==> src/rtl/lppe_pkg.sv <==
// Package with the types, constants and register codes of the LED pixel pulse encoder.
`default_nettype none
package lppe_pkg;

    localparam int DURATION_BITS = 15;
    localparam int FIELD_W       = 15;
    localparam int CFG_IDX_W     = 3;
    localparam int WORDS         = 24;

    localparam logic [CFG_IDX_W-1:0] REG_ZERO_HIGH  = 3'd0;
    localparam logic [CFG_IDX_W-1:0] REG_ZERO_LOW   = 3'd1;
    localparam logic [CFG_IDX_W-1:0] REG_ONE_HIGH   = 3'd2;
    localparam logic [CFG_IDX_W-1:0] REG_ONE_LOW    = 3'd3;
    localparam logic [CFG_IDX_W-1:0] REG_LATCH_LOW  = 3'd4;

    typedef struct packed {
        logic [7:0] red;
        logic [7:0] green;
        logic [7:0] blue;
        logic       last_pixel;
    } t_pixel;

    typedef struct packed {
        logic [FIELD_W-1:0] high_time;
        logic [FIELD_W-1:0] low_time;
        logic               pixel_done;
        logic               frame_end;
    } t_word;

    typedef struct packed {
        logic valid;
        logic bit_val;
        logic final_bit;
        logic frame_end;
    } t_cell;

    typedef struct packed {
        logic [DURATION_BITS-1:0] zero_high;
        logic [DURATION_BITS-1:0] zero_low;
        logic [DURATION_BITS-1:0] one_high;
        logic [DURATION_BITS-1:0] one_low;
        logic [DURATION_BITS-1:0] latch_low;
    } t_timing;

endpackage
`default_nettype wire

==> src/rtl/led_pixel_pulse_encoder_unit.sv <==
// Top level of the LED pixel pulse encoder: bit chain, timing registers, output word register.
//
// Channel   Direction  Handshake            Word
// pixel     in         i_valid / o_ready    i_data  (t_pixel)
// pulse     out        o_valid / i_ready    o_data  (t_word)
// config    in         i_cfg_we             i_cfg_idx, i_cfg_data
//
// A pixel loads 24 cells at once and one word leaves the chain head per cycle
// while the output is not stalled. A new pixel is taken in the cycle its
// predecessor's last bit leaves the head; its first word passes through the head
// cell and the output register. Output stalls hold the chain and the output register.
// Reset is synchronous and empties the chain and the output register.
`default_nettype none
module led_pixel_pulse_encoder_unit (
    input  wire                                i_clk,
    input  wire                                i_rst_n,
    input  wire                                i_valid,
    output logic                               o_ready,
    input  lppe_pkg::t_pixel                   i_data,
    output logic                               o_valid,
    input  wire                                i_ready,
    output lppe_pkg::t_word                    o_data,
    input  wire                                i_cfg_we,
    input  wire [lppe_pkg::CFG_IDX_W-1:0]      i_cfg_idx,
    input  wire [lppe_pkg::FIELD_W-1:0]        i_cfg_data
);

    lppe_pkg::t_timing timing;
    lppe_pkg::t_cell   cells [lppe_pkg::WORDS];
    lppe_pkg::t_cell   load_cells [lppe_pkg::WORDS];
    lppe_pkg::t_cell   next_cells [lppe_pkg::WORDS];
    logic [lppe_pkg::WORDS-1:0] stream;
    logic              shift;
    logic              load;
    logic              r_out_valid;
    lppe_pkg::t_word   r_out;
    lppe_pkg::t_word   n_out;
    logic [lppe_pkg::DURATION_BITS-1:0] hi_sel;
    logic [lppe_pkg::DURATION_BITS-1:0] lo_sel;

    lppe_timing u_timing (
        .i_clk      (i_clk),
        .i_rst_n    (i_rst_n),
        .i_cfg_we   (i_cfg_we),
        .i_cfg_idx  (i_cfg_idx),
        .i_cfg_data (i_cfg_data),
        .o_timing   (timing)
    );

    assign stream  = {i_data.green, i_data.red, i_data.blue};
    assign shift   = cells[0].valid && (!r_out_valid || i_ready);
    assign o_ready = !cells[1].valid && (!cells[0].valid || shift);
    assign load    = i_valid && o_ready;

    for (genvar k = 0; k < lppe_pkg::WORDS; k++) begin : g_chain
        always_comb begin
            load_cells[k].valid     = 1'b1;
            load_cells[k].bit_val   = stream[lppe_pkg::WORDS-1-k];
            load_cells[k].final_bit = (k == lppe_pkg::WORDS - 1);
            load_cells[k].frame_end = (k == lppe_pkg::WORDS - 1) && i_data.last_pixel;
        end
        if (k == lppe_pkg::WORDS - 1) begin : g_tail
            assign next_cells[k] = '0;
        end else begin : g_body
            assign next_cells[k] = cells[k+1];
        end
        lppe_cell u_cell (
            .i_clk       (i_clk),
            .i_rst_n     (i_rst_n),
            .i_load      (load),
            .i_shift     (shift),
            .i_load_cell (load_cells[k]),
            .i_next_cell (next_cells[k]),
            .o_cell      (cells[k])
        );
    end

    always_comb begin
        hi_sel = cells[0].bit_val ? timing.one_high : timing.zero_high;
        lo_sel = cells[0].bit_val ? timing.one_low  : timing.zero_low;
        if (cells[0].frame_end) begin
            lo_sel = timing.latch_low;
        end
        n_out.high_time  = lppe_pkg::FIELD_W'(hi_sel);
        n_out.low_time   = lppe_pkg::FIELD_W'(lo_sel);
        n_out.pixel_done = cells[0].final_bit;
        n_out.frame_end  = cells[0].frame_end;
    end

    always_ff @(posedge i_clk) begin
        if (!i_rst_n) begin
            r_out_valid <= 1'b0;
        end else if (shift) begin
            r_out_valid <= 1'b1;
        end else if (i_ready) begin
            r_out_valid <= 1'b0;
        end
    end

    always_ff @(posedge i_clk) begin
        if (shift) begin
            r_out <= n_out;
        end
    end

    assign o_valid = r_out_valid;
    assign o_data  = r_out;

endmodule
`default_nettype wire

==> src/rtl/lppe_cell.sv <==
// One cell of the bit chain: holds one pending bit and passes it toward the head.
`default_nettype none
module lppe_cell (
    input  wire              i_clk,
    input  wire              i_rst_n,
    input  wire              i_load,
    input  wire              i_shift,
    input  lppe_pkg::t_cell  i_load_cell,
    input  lppe_pkg::t_cell  i_next_cell,
    output lppe_pkg::t_cell  o_cell
);

    lppe_pkg::t_cell r_cell;
    lppe_pkg::t_cell n_cell;

    always_comb begin
        n_cell = r_cell;
        if (i_load) begin
            n_cell = i_load_cell;
        end else if (i_shift) begin
            n_cell = i_next_cell;
        end
    end

    always_ff @(posedge i_clk) begin
        if (!i_rst_n) begin
            r_cell.valid <= 1'b0;
        end else begin
            r_cell.valid <= n_cell.valid;
        end
        r_cell.bit_val   <= n_cell.bit_val;
        r_cell.final_bit <= n_cell.final_bit;
        r_cell.frame_end <= n_cell.frame_end;
    end

    assign o_cell = r_cell;

endmodule
`default_nettype wire

==> src/rtl/lppe_timing.sv <==
// Timing registers of the pulse encoder, written through the configuration port.
`default_nettype none
module lppe_timing (
    input  wire                                  i_clk,
    input  wire                                  i_rst_n,
    input  wire                                  i_cfg_we,
    input  wire [lppe_pkg::CFG_IDX_W-1:0]        i_cfg_idx,
    input  wire [lppe_pkg::FIELD_W-1:0]          i_cfg_data,
    output lppe_pkg::t_timing                    o_timing
);

    lppe_pkg::t_timing r_timing;
    lppe_pkg::t_timing n_timing;
    logic [lppe_pkg::DURATION_BITS-1:0] n_value;

    always_comb begin
        n_value  = lppe_pkg::DURATION_BITS'(i_cfg_data);
        n_timing = r_timing;
        if (i_cfg_we) begin
            case (i_cfg_idx)
                lppe_pkg::REG_ZERO_HIGH: n_timing.zero_high = n_value;
                lppe_pkg::REG_ZERO_LOW:  n_timing.zero_low  = n_value;
                lppe_pkg::REG_ONE_HIGH:  n_timing.one_high  = n_value;
                lppe_pkg::REG_ONE_LOW:   n_timing.one_low   = n_value;
                lppe_pkg::REG_LATCH_LOW: n_timing.latch_low = n_value;
                default: ;
            endcase
        end
    end

    always_ff @(posedge i_clk) begin
        if (!i_rst_n) begin
            r_timing.zero_high <= lppe_pkg::DURATION_BITS'(7);
            r_timing.zero_low  <= lppe_pkg::DURATION_BITS'(18);
            r_timing.one_high  <= lppe_pkg::DURATION_BITS'(18);
            r_timing.one_low   <= lppe_pkg::DURATION_BITS'(7);
            r_timing.latch_low <= lppe_pkg::DURATION_BITS'(1000);
        end else begin
            r_timing <= n_timing;
        end
    end

    assign o_timing = r_timing;

endmodule
`default_nettype wire

==> config.mk <==
export PLATFORM = sky130hd
export DESIGN_NAME = led_pixel_pulse_encoder_unit
export DESIGN_NICKNAME = d
export VERILOG_FILES = /design/src/rtl/lppe_pkg.sv /design/src/rtl/led_pixel_pulse_encoder_unit.sv /design/src/rtl/lppe_cell.sv /design/src/rtl/lppe_timing.sv
export SDC_FILE = /design/constraint.sdc
export NUM_CORES = 1
export LEC_CHECK = 0
export ABC_AREA = 1
export ABC_CLOCK_PERIOD_IN_PS = 10400
export BUFFER_PORTS_ARGS = -buffer_cell sky130_fd_sc_hd__buf_2
export CAP_MARGIN = 25
export CORE_MARGIN = 1.5
export CORE_UTILIZATION = 30
export DETAILED_ROUTE_END_ITERATION = 16
export GPL_TIMING_DRIVEN = 0
export HOLD_SLACK_MARGIN = 0.03
export PLACE_DENSITY = 0.47
export SYNTH_ARGS = -nofsm -noshare
export SYNTH_HDL_FRONTEND = slang
export SYNTH_HIERARCHICAL = 1
export SYNTH_SLANG_ARGS = --single-unit
==> constraint.sdc <==
create_clock -name i_clk -period 10.4 [get_ports i_clk]
set_clock_uncertainty 0.1 [all_clocks]
set_input_delay 2.08 -clock i_clk [delete_from_list [all_inputs] [get_ports i_clk]]
set_output_delay 2.08 -clock i_clk [all_outputs]
set_load 0.05 [all_outputs]
==> reports/metrics.yaml <==
post_cts_buffers: 0
hold_slack_ns: 0.3171
die_area_um2: 31170
ys_seq_area_frac: 0.5672
rows: 63
crit_family: "buffers and inverters"
clk_path_buf_depth: 3
max-cap-violations: 0
num_vias: 7242
drc: 0
place.port_buffers: 81
cts_hold_buf: 0
grt_max_degree: 43
cts_sinks: 204
fmax_mhz: 202.9
cts.reportedPaths.clkPinSlew_ns: 0.06
tns_ns: 0
ir_drop_uv: 100.8
synth_top_cells_by_area: "edfxtp_1 (35%), dfxtp_1 (22%), nand2_1 (21%), nand3_1 (7.6%), nor2_1 (6.0%)"
grt_pass1_wl_mm: 34.82
numCtsBuffers: 24
period_needed_ns: 4.929
ys_ff_latch: 204
clockRootBuffer: "clkbuf_16"
die_h_um: 176.6
drive_above_1_share: 0.1447
place_congestion: 0.7538
fin_crit_sh: 0.4739
viasPerCell: 4.136
p_total_w: 0.002001
crit_path_max_incr_delay_ns: 0.20
synthCells: 1157
path_class: "in2out"
final_util: 0.3754
syn-cell-area_um2: 9036
async_flop_share: 0
rsz0062_at_grt: "false"
gr-total-overflow: 0
die_w_um: 176.6
status: "completed"
p_leak_nw: 5.451
synthFlopType: "edfxtp_1"
cts_tree: "yes"
synth_top_area_cell: "edfxtp_1"
cp-start-kind: "input port"
worst_pin_slew_ns: 0.7576
cp-end-kind: "output port"
antenna_found_initial: 0
cp_max_fo: 3
clock_latency_ns: 0.51
start_util: 0.3049
io_pins: 82
synth_edf_count: 104
cp_slowest_cell: "buf_2"
ant_nets: 0
drt-wirelength-per-cell_um: 12.03
drtIter0Drc: 330
slew_violations: 0
arrival_ns: 2.75
htree_levels: 1
post-place-ws_ns: 5.469
p_per_area_nw_per_um2: 179.8
coreArea_um2: 29640
num_antenna_cells: 0
setup_slack_ns: 5.471
synth_top_area_frac: 0.3456
area_growth_syn_to_layout_pct: 23.12
drt-total-wl_mm: 21.06
critical_path_required_ns: 8.22
dp_hpwl_mm: 14.93
synthDistinctLibCells: 21
grt_usage: 0.1396
cp_cell_sequence: "buf_2 > inv_1 > nand3_1 > nand2_1 > inv_1 > buf_2"
grt_pass1_vias: 7016
syn_area_per_cell_um2: 7.810
hold_viol: 0
drtPass1Iterations: 5
cp.buffers_inverters: 4
ys_warn_count: 6
nNetsFinal: 1391
max-slew-margin-rel: 0.4938
hp-class: "reg2reg"
ctsResizeCount: 0
finalSetupViolations: 0
synth_stat cells, types with 2 or more instances:
library cell,count
nand2_1,494
nand3_1,138
buf_4,9
buf_1,2
dfxtp_1,100
buf_2,14
edfxtp_1,104
nand2_2,2
conb_1,2
inv_1,99
nor2_4,6
nor2_2,2
nor2_1,144
buf_6,5
inv_2,30
where the power goes:
group | internal [W] | switching [W] | leakage [nW]
Clock | 0.000489 | 0.000329 | 0.387
Sequential | 0.000920 | 0.0000196 | 1.84
Combinational | 0.0000748 | 0.000169 | 3.22
layout make-up:
class                      instances  area, um^2
fill                            3214       18510
sequential                       204        5125
multi-input combinational        865        3510
clock buffer                      31       688.2
timing repair buffer              87       533.0
tap                              390       488.0
inverter                         129       484.2
buffer                            32       210.2
clock inverter                    13       87.58
state kept, by name, indices dropped and copies added (netlist names):
name,flops
g_chain.u_cell/o_cell,96
o_data,32
o_valid,1
u_timing/o_timing,75
through the flow:
stage | area, um^2 | cells
floorplan | 9310 | 1230
global placement | 10200 | 1701
detailed placement | 10350 | 1707
CTS | 11130 | 1751
global route | 11130 | 1751
finish | 11130 | 1751
per-layer routing:
layer / track usage / routed length [um] / share of wire
met1: 0.1783 / 9744 / 0.46
met2: 0.2435 / 10060 / 0.48
met3: 0.02326 / 775 / 0.037
met4: 0.03672 / 477 / 0.023
met5: 0 / 0 / 0
worst paths after layout:
| path | startpoint | endpoint | slack, ns | depth (start not counted) |
|---|---|---|---|---|
| setup reg to reg | g_chain[0].u_cell/o_cell[3] | g_chain[14].u_cell/o_cell[2] | 8.48 | 5 |
| setup / recovery | i_ready | o_ready | 5.47 | 6 |
| hold reg to reg | g_chain[0].u_cell/o_cell[1] | o_data[1] | 0.32 | 0 |
| hold / removal | g_chain[0].u_cell/o_cell[1] | o_data[1] | 0.32 | 0 |
layout by cell type, fill, tap and decap left out, drive strengths merged:
cell type and n:
a21oi 1, edfxtp 104, clkinvlp 1, nand2 497, buf 117, nand3 138, inv 129, bufinv 1
a21boi 1, dfxtp 100, clkbuf 33, nand3b 1, conb 75, clkinv 11, nor2 152
logic make-up (layout without fill, tap and decap cells):
group | count (synthesis) | in the layout | share of synthesized area
other | 2 | 75 | 0.0008311
and+or+nand+nor | 788 | 788 | 0.3538
buffers and inverters | 161 | 292 | 0.07685
DFF | 204 | 204 | 0.5672
AOI/OAI and AO/OA | 2 | 2 | 0.001384
(Power assumes the default switching activity.)
